### config.mk
export PLATFORM = sky130hd
export DESIGN_NAME = ahps_cell
export DESIGN_NICKNAME = d
export VERILOG_FILES = /design/src/sv/ahps_cell.sv
export SDC_FILE = /design/constraint.sdc
export NUM_CORES = 1
export LEC_CHECK = 0
export ABC_CLOCK_PERIOD_IN_PS = 3900
export BUFFER_PORTS_ARGS = -buffer_cell sky130_fd_sc_hd__buf_2
export CORE_AREA = 2 2 122 124
export DETAILED_ROUTE_END_ITERATION = 10
export DIE_AREA = 0 0 124 126
export GPL_TIMING_DRIVEN = 0
export PLACE_DENSITY_LB_ADDON = 0.25
export SYNTH_ARGS = -nofsm -noshare
export SYNTH_HDL_FRONTEND = slang
export SYNTH_SLANG_ARGS = --single-unit
### constraint.sdc
create_clock -name clk_i -period 3.9 [get_ports clk_i]
set_clock_uncertainty 0.15 [all_clocks]
set_input_delay 0.39 -clock clk_i [delete_from_list [all_inputs] [get_ports clk_i]]
set_output_delay 0.39 -clock clk_i [all_outputs]
set_load 0.05 [all_outputs]
### src/sv/ahps_cell.sv
// ----------------------------------------------------------------------------
// ahps_cell: one locus slot of the locus chain
// holds a stored locus, compares a probe and passes the probe on
// ----------------------------------------------------------------------------
`default_nettype none

module ahps_cell #(
  parameter int unsigned CB = 16,
  parameter int unsigned PB = 32
) (
  input  logic          clk_i,
  input  logic          rst_ni,
  input  logic          clear_i,
  input  logic          load_i,
  input  logic          p_vld_i,
  input  logic [CB-1:0] p_contig_i,
  input  logic [PB-1:0] p_pos_i,
  input  logic [15:0]   p_win_i,
  input  logic          p_hit_i,
  output logic          p_vld_o,
  output logic [CB-1:0] p_contig_o,
  output logic [PB-1:0] p_pos_o,
  output logic [15:0]   p_win_o,
  output logic          p_hit_o
);

  logic          used_q;
  logic [CB-1:0] contig_q;
  logic [PB-1:0] pos_q;
  logic          vld_q, hit_q;
  logic [CB-1:0] pc_q;
  logic [PB-1:0] pp_q;
  logic [15:0]   pw_q;
  logic [PB-1:0] diff;
  logic          match;

  assign diff = (p_pos_i >= pos_q) ? p_pos_i - pos_q : pos_q - p_pos_i;
  // both sides widened to PB+16 bits so any position width compares exactly
  assign match = used_q && (contig_q == p_contig_i) &&
                 ({16'd0, diff} <= {{PB{1'b0}}, p_win_i});

  always_ff @(posedge clk_i or negedge rst_ni) begin
    if (!rst_ni) begin
      used_q <= 1'b0;
      vld_q <= 1'b0;
      hit_q <= 1'b0;
    end else begin
      vld_q <= p_vld_i;
      hit_q <= p_hit_i | match;
      if (clear_i) begin
        used_q <= 1'b0;
      end else if (load_i) begin
        used_q <= 1'b1;
      end
    end
  end

  always_ff @(posedge clk_i) begin
    pc_q <= p_contig_i;
    pp_q <= p_pos_i;
    pw_q <= p_win_i;
    if (load_i) begin
      contig_q <= p_contig_i;
      pos_q <= p_pos_i;
    end
  end

  assign p_vld_o = vld_q;
  assign p_hit_o = hit_q;
  assign p_contig_o = pc_q;
  assign p_pos_o = pp_q;
  assign p_win_o = pw_q;

endmodule

`default_nettype wire

==> metrics.md, run 1 <==
| Metric | Value |
|---|---|
| Standard-cell row count | 44 |
| Start of the worst register-to-register path | pos_q[11] |
| Die outline height | 126 um |
| R2r worst-path depth | 23 |
| Register bit total from synthesis | 115 |
| Hold Crit Start | p_pos_i[31] |
| Number of global-route vias before repair | roughly 6600 |
| Final net count | approximately 1200 |
| Fill cell count | between 1000 and 1500 |
| Hold worst-path end | pos_q[31] |
| Total of buffers placed on input and output ports | about 140 |
| Clock period minus worst slack | ~4600 ps |
| Top cells by count, synth | inv_1, ha_1, a21oi_1, dfxtp_1, edfxtp_1 |
| Data arrival, critical path | about 4700 ps |
| Worst IR drop on VDD | about 0.38 mV |
| Worst hold path cell count | 1 |
| Layout cell share with drive strength beyond 1 | 0.282 |
| DRC violation total after the first TritonRoute iteration | between 300 and 400 |
| Routability congestion estimate from global placement | 0.913 |
| Cell area after synthesis | a little over 7000 um^2 |
| Terminus of the critical flop-to-flop path | p_hit_o |
| Root Buffer Master | clkbuf_16 |
| Worst slew slack as a fraction of its limit | 0.205 |
| Maximum clock rate | around 0.22 GHz |
| Maximum level of the CTS H-tree | 4 |
| Gr usage total | 0.255 |
| Setup crit end kind | flop |
| Number of iterations in the first detailed-routing pass | 5 |
| Maximum fanout along the worst path | 9 |
| Average cell area after synthesis | about 9.4 um^2 |
| Total inserted antenna cells | 0 |
| Setup repair after global routing missed its margin | true |
| Number of maximum-capacitance violations | 0 |
| Register-to-Register Setup Slack | -670 ps |
| Final period util | 1.17 |
| Main flop type after synthesis | dfxtp_1 |
| Simple logic cell fraction of the synthesized area | 0.121 |
| Non-filler cells, final | around 1200 |
| Average wire length per cell after detail routing | 15.8 um |
| DR vias | 6460 |
| Pwr dens | about 450 nW/um^2 |
| Share of async-settable or async-resettable flops after synthesis | 0.0261 |
| Clock tree from TritonCTS | built |
| Final Hold Vio Count | 0 |
| Fin Hold WS | roughly 26 ps |
| Final max-slew violation count | 0 |
| Classification of the worst-slack hold path | input port to flop |
| Post-synth EDFFs | 48 |
| Clock buffer count from CTS | 17 |
| Detailed placer's ending HPWL | between 10 and 15 mm |
| Post-synthesis compound-gate area fraction | 0.211 |
| Final Power | between 0.004 and 0.005 W |
| Count leader, synth | inv_1 |
| Count of endpoints failing setup in the final report | 1 |
| Largest buffer count on any clock path | 2 |
| Share of the synthesized area in the top cell type | 0.201 |
| Number of top-level pins | 136 |
| Number of distinct library cell variants in the gate-level netlist after synthesis | a little under 70 |
| Parity-gate share of the synthesized area counting xor and xnor cells | 0.0538 |
| Violated checks | setup timing |
| Standby leakage power | 4.56 nW |
| Main combinational cell family by area after synthesis | compound AO/OA/AOI/OAI gates |
| Min setup slack post-route | -666 ps |
| Post-synthesis cell type with the largest combined area | edfxtp_1 |
| Clock-pin slew reported for the worst setup and hold paths after clock tree synthesis | approximately 60 ps |
| Leading cell types by total area after synthesis | edfxtp_1, dfxtp_1, ha_1, a21oi_1, inv_1 |
| Critical path startpoint category | flop |
| Count of unresolved DRC violations after routing | 0 |
| Starting utilization of the core area | 0.500 |
| Clk sinks | 115 |
| Post-synthesis mux area share | 0.00559 |
| Slew at the pin closest to its max-slew limit | approximately 1200 ps |
| Via density | between 5 and 6 |
| Horiz. Die Dim | 124 um |
| Post-Synth Adder-Cell Area | 0.144 |
| Area growth from synthesis to layout | 37.8% |
| Total congestion overflow | 0 |
| WP data required | 4050 ps |
| Syn nets | 913 |
| Global-route wire length before repair | 31.3 mm |
| Antenna violations before repair | 0 |
| CORE AREA | 14300 um^2 |
| Sum Neg Setup Slack | -666 ps |
| Outcome | finished with violations |
| DIE AREA | 15600 um^2 |
| Pin count of the biggest net entering global routing | 50 |
| Critical path start-end classification | flop to flop |
| Syn. warnings | 0 |
| Clock Latency Late Sink | roughly 430 ps |
| Cell count after synthesis | approximately 760 |
| Sequential element share of the synthesized area | 0.391 |
| Number of placed cells counting well taps | roughly 1100 |
| Drt total wl | between 15 and 20 mm |
| Remaining antenna violation count after routing | 0 |
## worst max-delay path: stages (launching register included)
cell and delay [ps]:
edfxtp_1 430, ha_4 260, buf_6 140, a21oi_4 180, o21a_4 180, o31a_1 180, a221oi_4 90, o21a_4 250
nor2_4 210, buf_6 160, nor2_1 50, a31o_2 240, xnor2_2 130, ha_1 300, a21o_1 180, a21oi_1 140
nor2b_1 60, o21ai_1 120, nand2_1 60, o2111ai_1 130, a21oi_2 150, nor3_2 220, nand4_1 150, o41ai_2 300
## layout make-up
cell class	count	area, um^2	area share
clock inverter	15	183	0.0185
multi-input combinational	525	4090	0.415
tap	184	230	0.0233
sequential	115	2800	0.284
buffer	28	233	0.0236
timing repair buffer	228	1540	0.156
inverter	93	362	0.0367
clock buffer	17	425	0.0431
## sequential cells by signal, summed over array words and instances (netlist names)
name        flops
used_q          1
p_vld_o         1
contig_q       16
p_hit_o         1
p_contig_o     16
p_pos_o        32
pos_q          32
p_win_o        16
## cell families after synthesis
group,Yosys count
AO/OA/AOI/OAI,224
AND/OR/NAND/NOR,172
buffers and inverters,122
flip-flops,115
adder cells (fa/ha/maj),81
XOR/XNOR,44
multiplexers,4
## metrics by stage
step / utilization / setup slack [ps] / cell area [um^2]
final: 0.689 / -666 / 9860
after global routing: 0.689 / -821 / 9860
after CTS: 0.683 / -730 / 9770
after detailed placement: 0.577 / -1270 / 8260
after global placement: 0.577 / -1290 / 8260
after floorplan: - / -138 / 7350
## worst max-delay path by stage
stage | start | endpoint | slack [ps]
detailed placement | p_pos_i[23] | p_hit_o | -1270
global placement | p_pos_i[23] | p_hit_o | -1290
global route | pos_q[3] | p_hit_o | -820
CTS | pos_q[3] | p_hit_o | -730
floorplan | p_pos_i[0] | p_hit_o | -140
finish | pos_q[11] | p_hit_o | -670
## cells in the final DEF (no fill, tap or decap), drive strengths merged, types with 4 or more instances in the layout
| cell | Yosys | final |
|---|---|---|
| nand4 | 18 | 18 |
| mux2i | 4 | 4 |
| o21a | 21 | 21 |
| xnor2 | 16 | 16 |
| a31oi | 5 | 5 |
| o221ai | 4 | 4 |
| ha | 79 | 79 |
| or3 | 6 | 6 |
| a21boi | 4 | 4 |
| edfxtp | 48 | 48 |
| dfxtp | 64 | 64 |
| or2 | 5 | 5 |
| and4 | 5 | 5 |
| buf | 26 | 187 |
| nor3 | 11 | 11 |
| a211oi | 7 | 7 |
| clkbuf | 3 | 20 |
| nand2b | 5 | 5 |
| a21oi | 77 | 77 |
| and2 | 4 | 4 |
| nor2b | 7 | 7 |
| o21ai | 46 | 46 |
| nor4 | 5 | 5 |
| nor2 | 34 | 34 |
| inv | 93 | 104 |
| a21o | 17 | 17 |
| nand2 | 50 | 50 |
| xor2 | 28 | 28 |
| o2111ai | 9 | 9 |
| nand3 | 14 | 14 |
| dlygate4sd3 | 0 | 66 |
| a2111oi | 4 | 4 |
## power breakdown
part           internal [W]  switching [W]
Combinational      0.000587       0.000836
Sequential          0.00134      0.0000319
Clock              0.000971       0.000646
## repair_timing
item | in CTS | in global routing
endpoints found under the hold margin | 68 | 0
endpoints found under the setup margin | 1 | 1
hold buffers | 66 | 0
gates resized for setup | 20 | 16
setup buffers | 23 | 3
pin swaps | 14 | 9
cloned | 1 | 0
## per-layer routing
| metal | vias up | routed length [um] | track usage |
|---|---|---|---|
| li1 | 3208 | - | - |
| met1 | 2990 | 8060 | 0.313 |
| met2 | 216 | 9360 | 0.436 |
| met3 | 46 | 1110 | 0.0557 |
| met4 | 0 | 493 | 0.0939 |
| met5 | - | 0 | 0 |
Power figures use the tool's default switching activity.
==> inputs of run 2 (changes only) <==
REMOVE_ABC_BUFFERS = 1   (was default)
==> metrics.md, run 2 (synthesis gave the netlist of run 1 again) <==
| Metric | Value |
|---|---|
| Clock-pin slew reported for the worst setup and hold paths after clock tree synthesis | 60 ps (about the same) |
| Area growth from synthesis to layout | 37.3% (was 37.8%) |
| Number of maximum-capacitance violations | 0 (unchanged) |
| Detailed placer's ending HPWL | 12.6 mm (was 12.8 mm) |
| Routability congestion estimate from global placement | 0.905 (was 0.913) |
| Count of endpoints failing setup in the final report | 1 (unchanged) |
| Number of top-level pins | 136 (unchanged) |
| Antenna violations before repair | 0 (unchanged) |
| Gr usage total | 0.256 (was 0.255) |
| Clock period minus worst slack | 4380 ps (was 4570 ps) |
| Slowest library cell on the worst path | edfxtp_1 (unchanged) |
| Worst IR drop on VDD | 0.329 mV (was 0.377 mV) |
| Critical path startpoint category | flop (unchanged) |
| DIE AREA | 15600 um^2 (unchanged) |
| Crit-path cells | ha_4, nand4_1, o31a_1, a221oi_4, o21ai_4, nand2_8, and3_1, a21oi_2, xor2_1, ha_1, a21o_1, a21o_1, a21oi_1, nor2_1, a2111oi_2, a21oi_2, nor3_2, nand4_1, o41ai_2 (was ha_4, buf_6, a21oi_4, o21a_4, o31a_1, a221oi_4, o21a_4, nor2_4, buf_6, nor2_1, a31o_2, xnor2_2, ha_1, a21o_1, a21oi_1, nor2b_1, o21ai_1, nand2_1, o2111ai_1, a21oi_2, nor3_2, nand4_1, o41ai_2) |
| Final net count | 1128 (was 1159) |
| Number of iterations in the first detailed-routing pass | 7 (was 5) |
| Standard-cell row count | 44 (unchanged) |
| Total of buffers placed on input and output ports | 135 (unchanged) |
| Final period util | 1.12 (was 1.17) |
| Die outline height | 126 um (unchanged) |
| Global-route wire length before repair | 31.1 mm (was 31.3 mm) |
| Total congestion overflow | 0 (unchanged) |
| Clk network pwr share | 0.361 (was 0.367) |
| Sum Neg Setup Slack | -479 ps (was -666 ps) |
| Setup repair after global routing missed its margin | true (unchanged) |
| Root Buffer Master | clkbuf_16 (unchanged) |
| Most used cells in the layout excluding fill and tap cells | buf_2, inv_1, dlygate4sd3_1 (was buf_2, inv_1, ha_1) |
| CORE AREA | 14300 um^2 (unchanged) |
| Data arrival, critical path | 4550 ps (was 4720 ps) |
| Final Hold Vio Count | 0 (unchanged) |
| Standby leakage power | 4.39 nW (was 4.56 nW) |
| Comb pwr share | 0.324 (was 0.323) |
| Worst slew slack as a fraction of its limit | 0.212 (was 0.205) |
| Setup crit end kind | flop (unchanged) |
| Maximum fanout along the worst path | 8 (was 9) |
| Largest stage delay on the critical path | 430 ps (about the same) |
| Via density | 5.51 (was 5.36) |
| Fill cell count | 1112 (was 1156) |
| Largest buffer count on any clock path | 2 (unchanged) |
| Leading cell type in the layout, fill and taps excluded | buf_2 (unchanged) |
| Final max-slew violation count | 0 (unchanged) |
| Switching share of total power | 0.341 (was 0.343) |
| Clock buffer count from CTS | 17 (unchanged) |
| Slew at the pin closest to its max-slew limit | 1180 ps (was 1190 ps) |
| Critical path start-end classification | flop to flop (unchanged) |
| Clock Latency Late Sink | 430 ps (about the same) |
| Fin Hold WS | 24.6 ps (was 25.6 ps) |
| Horiz. Die Dim | 124 um (unchanged) |
| Remaining antenna violation count after routing | 0 (unchanged) |
| Maximum clock rate | 0.228 GHz (was 0.219 GHz) |
| Clock tree from TritonCTS | built (unchanged) |
| Drt total wl | 19.4 mm (was 19.0 mm) |
| Count of unresolved DRC violations after routing | 0 (unchanged) |
| Layout cell share with drive strength beyond 1 | 0.282 (about the same) |
| Outcome | finished with violations (unchanged) |
| Proportion of power drawn by flip-flops and latches | 0.315 (was 0.311) |
| Classification of the worst-slack hold path | input port to flop (unchanged) |
| Average wire length per cell after detail routing | 16.5 um (was 15.8 um) |
| Clk sinks | 115 (unchanged) |
| Maximum level of the CTS H-tree | 4 (unchanged) |
| Pwr dens | 444 nW/um^2 (was 447 nW/um^2) |
| Power dissipated by switching net loads | 0.00149 W (was 0.00151 W) |
| Violated checks | setup timing (unchanged) |
| Number of global-route vias before repair | 6490 (was 6588) |
| DR vias | 6472 (was 6460) |
| WP data required | 4070 ps (was 4050 ps) |
| DRC violation total after the first TritonRoute iteration | 349 (was 358) |
| Min setup slack post-route | -479 ps (was -666 ps) |
| Pin count of the biggest net entering global routing | 50 (unchanged) |
| Pre-CTS setup slack | -1770 ps (was -1270 ps) |
| Starting utilization of the core area | 0.500 (unchanged) |
| Total inserted antenna cells | 0 (unchanged) |
| Internal power summed over all cells | 0.00288 W (was 0.00290 W) |
| Util after Layout | 0.687 (was 0.689) |
-- run 2: cell types whose count changed in the layout (fill, tap and decap cells not counted), moves of 4 or more --
cell     change
ha_1        -20
buf_2        -7
a21oi_2      +4
buf_4       -14
buf_6        -9
ha_4        +18
inv_8        -4
-- run 2: worst max-delay path: cells and delay by family (launching register included) --
family                   cells  cell delay [ps]
AO/OA/AOI/OAI               10             1950
XOR/XNOR                     1              170
adder cells (fa/ha/maj)      2              660
flip-flops                   1              430
AND/OR/NAND/NOR              6              920
-- run 2: power by group through the flow --
stage | combinational [W] | clock, W | sequential, W
5_1_grt | 0.00154 | 0.00166 | 0.00138
4_1_cts | 0.00139 | 0.00160 | 0.00137
3_3_place_gp | 0.00115 | 0 | 0.00139
3_5_place_dp | 0.00116 | 0 | 0.00139
2_1_floorplan | 0.000726 | 0 | 0.00152
6_report | 0.00142 | 0.00158 | 0.00138
-- run 2: final cells by class --
class,instances,area (um^2),share of cell area
clock buffer,17,425,0.0433
clock inverter,15,165,0.0168
inverter,93,349,0.0355
multi-input combinational,526,4340,0.442
sequential,115,2800,0.285
tap,184,230,0.0234
timing repair buffer,224,1520,0.155
-- run 2: metrics by stage --
step	instance area [um^2]	instances	power [W]
final	9830	1174	0.00437
after CTS	9810	1173	0.00437
after global placement	7890	1052	0.00254
after global routing	9830	1174	0.00458
after detailed placement	7890	1052	0.00255
after floorplan	6980	733	0.00224
-- run 2: final timing paths --
path / from / endpoint / slack [ps] / cells after the start
max: pos_q[2] / p_hit_o / -480 / 19
min: p_pos_i[31] / pos_q[31] / 20 / 1
max reg2reg: pos_q[2] / p_hit_o / -480 / 19
min reg2reg: used_q / used_q / 350 / 2
max in group asynchronous: rst_ni / p_hit_o / 3350 / 2
min in group asynchronous: rst_ni / used_q / 150 / 2
-- run 2: what timing repair did --
item / in CTS / in global routing
gates resized for setup: 102 / 2
setup endpoints to repair: 1 / 1
cloned: 1 / 0
hold buffers: 68 / 0
pin swaps: 32 / 1
setup buffers: 20 / 1
hold endpoints to repair: 70 / 0
-- run 2: layer usage --
metal,wire length (um),vias to the layer above,global-route usage,part of all wire
met3,1190,39,0.0507,0.061
li1,-,3153,-,-
met2,9510,245,0.437,0.49
met5,0,-,0,0
met1,8230,3035,0.311,0.42
met4,445,0,0.107,0.023
==> inputs of run 3 (changes only) <==
PLACE_DENSITY_LB_ADDON = 0.3   (was 0.25)
==> metrics.md, run 3 (synthesis gave the netlist of run 1 again) <==
| Metric | Value |
|---|---|
| Outcome | finished with violations (unchanged) |
| Violated checks | setup timing (unchanged) |
| Total inserted antenna cells | 0 (unchanged) |
| Maximum fanout along the worst path | 11 (was 8) |
| R2r worst-path depth | 21 (was 19) |
| DRC violation total after the first TritonRoute iteration | 359 (was 349) |
| Util after Layout | 0.695 (was 0.687) |
| Maximum clock rate | 0.221 GHz (was 0.228 GHz) |
| Hold Crit Start | p_pos_i[31] (unchanged) |
| Crit-path cells | ha_2, a21oi_2, o21a_1, nand3_2, o21a_4, nor2_4, buf_6, nor2_1, a31o_2, xnor2_1, ha_1, a21o_1, a21oi_2, nor2b_1, o21ai_1, nand2_1, o2111ai_2, a21oi_2, nor3_2, nand4_1, o41ai_2 (was ha_4, nand4_1, o31a_1, a221oi_4, o21ai_4, nand2_8, and3_1, a21oi_2, xor2_1, ha_1, a21o_1, a21o_1, a21oi_1, nor2_1, a2111oi_2, a21oi_2, nor3_2, nand4_1, o41ai_2) |
| Standby leakage power | 4.46 nW (was 4.39 nW) |
| Setup repair after global routing missed its margin | true (unchanged) |
| Routability congestion estimate from global placement | 0.930 (was 0.905) |
| Start of the worst register-to-register path | pos_q[27] (was pos_q[2]) |
| Classification of the worst-slack hold path | input port to flop (unchanged) |
| Worst hold path cell count | 1 (unchanged) |
| Fill cell count | 1121 (was 1112) |
| Data arrival, critical path | 4670 ps (was 4550 ps) |
| Leading cell type in the layout, fill and taps excluded | buf_2 (unchanged) |
| Clock buffer count from CTS | 17 (unchanged) |
| Clk sinks | 115 (unchanged) |
| Die outline height | 126 um (unchanged) |
| Clock-pin slew reported for the worst setup and hold paths after clock tree synthesis | 60 ps (about the same) |
| WP data required | 4050 ps (was 4070 ps) |
| Clock tree from TritonCTS | built (unchanged) |
| Number of placed cells counting well taps | 1052 (unchanged) |
| Maximum level of the CTS H-tree | 4 (unchanged) |
| Final net count | 1149 (was 1128) |
| Pwr dens | 436 nW/um^2 (was 444 nW/um^2) |
| DR vias | 6593 (was 6472) |
| Slowest library cell on the worst path | edfxtp_1 (unchanged) |
| Area growth from synthesis to layout | 39.0% (was 37.3%) |
| Final Hold Vio Count | 0 (unchanged) |
| Final max-slew violation count | 0 (unchanged) |
| Drt total wl | 20.3 mm (was 19.4 mm) |
| Hold worst-path end | pos_q[31] (unchanged) |
| Standard-cell row count | 44 (unchanged) |
| Clock Latency Late Sink | 430 ps (about the same) |
| Number of global-route vias before repair | 6746 (was 6490) |
| Critical path startpoint category | flop (unchanged) |
| Layout cell share with drive strength beyond 1 | 0.300 (was 0.282) |
| Most used cells in the layout excluding fill and tap cells | buf_2, inv_1, dlygate4sd3_1 (unchanged) |
| Root Buffer Master | clkbuf_16 (unchanged) |
| Terminus of the critical flop-to-flop path | p_hit_o (unchanged) |
| Total of buffers placed on input and output ports | 135 (unchanged) |
| Horiz. Die Dim | 124 um (unchanged) |
| Placed standard-cell area | 7890 um^2 (unchanged) |
| Worst IR drop on VDD | 0.495 mV (was 0.329 mV) |
| Clock period minus worst slack | 4520 ps (was 4380 ps) |
| CORE AREA | 14300 um^2 (unchanged) |
| Detailed placer's ending HPWL | 12.5 mm (was 12.6 mm) |
| Gr usage total | 0.267 (was 0.256) |
| Worst slew slack as a fraction of its limit | 0.199 (was 0.212) |
| Pin count of the biggest net entering global routing | 50 (unchanged) |
| Final period util | 1.16 (was 1.12) |
| DIE AREA | 15600 um^2 (unchanged) |
| Number of maximum-capacitance violations | 0 (unchanged) |
| Average wire length per cell after detail routing | 16.9 um (was 16.5 um) |
| Count of unresolved DRC violations after routing | 0 (unchanged) |
| Largest stage delay on the critical path | 400 ps (was 430 ps) |
| Slew at the pin closest to its max-slew limit | 1200 ps (was 1180 ps) |
| Number of iterations in the first detailed-routing pass | 5 (was 7) |
| Non-filler cells, final | 1195 (was 1174) |
| Setup crit end kind | flop (unchanged) |
| Library cell appearing most often on the critical path | a21oi_2 |
| Global-route wire length before repair | 32.4 mm (was 31.1 mm) |
| Starting utilization of the core area | 0.500 (unchanged) |
| Critical path start-end classification | flop to flop (unchanged) |
| Register-to-Register Setup Slack | -620 ps (was -480 ps) |
| Via density | 5.52 (was 5.51) |
| Cell area after layout | 9950 um^2 (was 9830 um^2) |
| Number of top-level pins | 136 (unchanged) |
| Min setup slack post-route | -616 ps (was -479 ps) |
| Largest buffer count on any clock path | 2 (unchanged) |
| Total congestion overflow | 0 (unchanged) |
| Count of endpoints failing setup in the final report | 1 (unchanged) |
| Remaining antenna violation count after routing | 0 (unchanged) |
| Antenna violations before repair | 0 (unchanged) |
## run 3: cell count changes in the layout (fill, tap and decap cells not counted), sizes merged
cell | previous run | this run
buf | 156 | 178
bufinv | 2 | 0
dlygate4sd3 | 68 | 67
inv | 102 | 101
clkinvlp | 1 | 3
clkbuf | 17 | 18
## run 3: worst max-delay path by stage
stage                     startpoint      end  slack, ps  cells after the start
final                      pos_q[27]  p_hit_o       -620                     21
after global routing        pos_q[0]  p_hit_o       -860                     24
after CTS                   pos_q[0]  p_hit_o       -460                     22
after detailed placement  p_pos_i[0]  p_hit_o      -1820                     23
after global placement    p_pos_i[0]  p_hit_o      -1880                     23
after floorplan           p_pos_i[0]  p_hit_o       -640                     22
## run 3: per-stage QoR
stage               hold slack, ps  setup slack [ps]  setup TNS, ps  total power [W]
global placement              40.9             -1880          -1880          0.00254
global route                  11.1              -860           -860          0.00455
detailed placement            40.6             -1820          -1820          0.00255
CTS                           13.2              -459           -459          0.00429
floorplan                    -55.6              -637           -637          0.00224
finish                        22.9              -616           -616          0.00434
## run 3: critical path: cells and delay by family (launching register included)
family                     cells  cell delay [ps]
AOI/OAI and AO/OA             10             2000
and+or+nand+nor                7              850
adders and majority gates      2              690
DFF                            1              400
buffers and inverters          1              180
xor gates and xnor gates       1              130
## run 3: cell type report
| class | instances | area [um^2] | area share |
|---|---|---|---|
| clock buffer | 18 | 439 | 0.0441 |
| clock inverter | 14 | 118 | 0.0118 |
| inverter | 93 | 349 | 0.0351 |
| multi-input combinational | 526 | 4340 | 0.436 |
| sequential | 115 | 2800 | 0.281 |
| tap | 184 | 230 | 0.0231 |
| timing repair buffer | 245 | 1680 | 0.169 |
## run 3: timing repair
item / in CTS / in global routing
hold buffers: 67 / 0
pin swaps: 45 / 5
hold endpoints to repair: 69 / 0
setup endpoints to repair: 1 / 1
gates cloned: 1 / 0
setup buffers: 41 / 2
gates resized for setup: 99 / 4
## run 3: per-layer routing
| layer | track usage | vias up | part of all wire |
|---|---|---|---|
| met3 | 0.0598 | 41 | 0.061 |
| met2 | 0.456 | 260 | 0.50 |
| met5 | 0 | - | 0 |
| met1 | 0.320 | 3102 | 0.42 |
| met4 | 0.116 | 0 | 0.025 |
| li1 | - | 3190 | - |
## run 3: power breakdown
| part | switching (W) | internal (W) | leakage [nW] | total (W) |
|---|---|---|---|---|
| clock network | 0.000644 | 0.000846 | 0.267 | 0.00149 |
| logic | 0.000858 | 0.000613 | 3.15 | 0.00147 |
| registers | 0.0000396 | 0.00134 | 1.05 | 0.00138 |
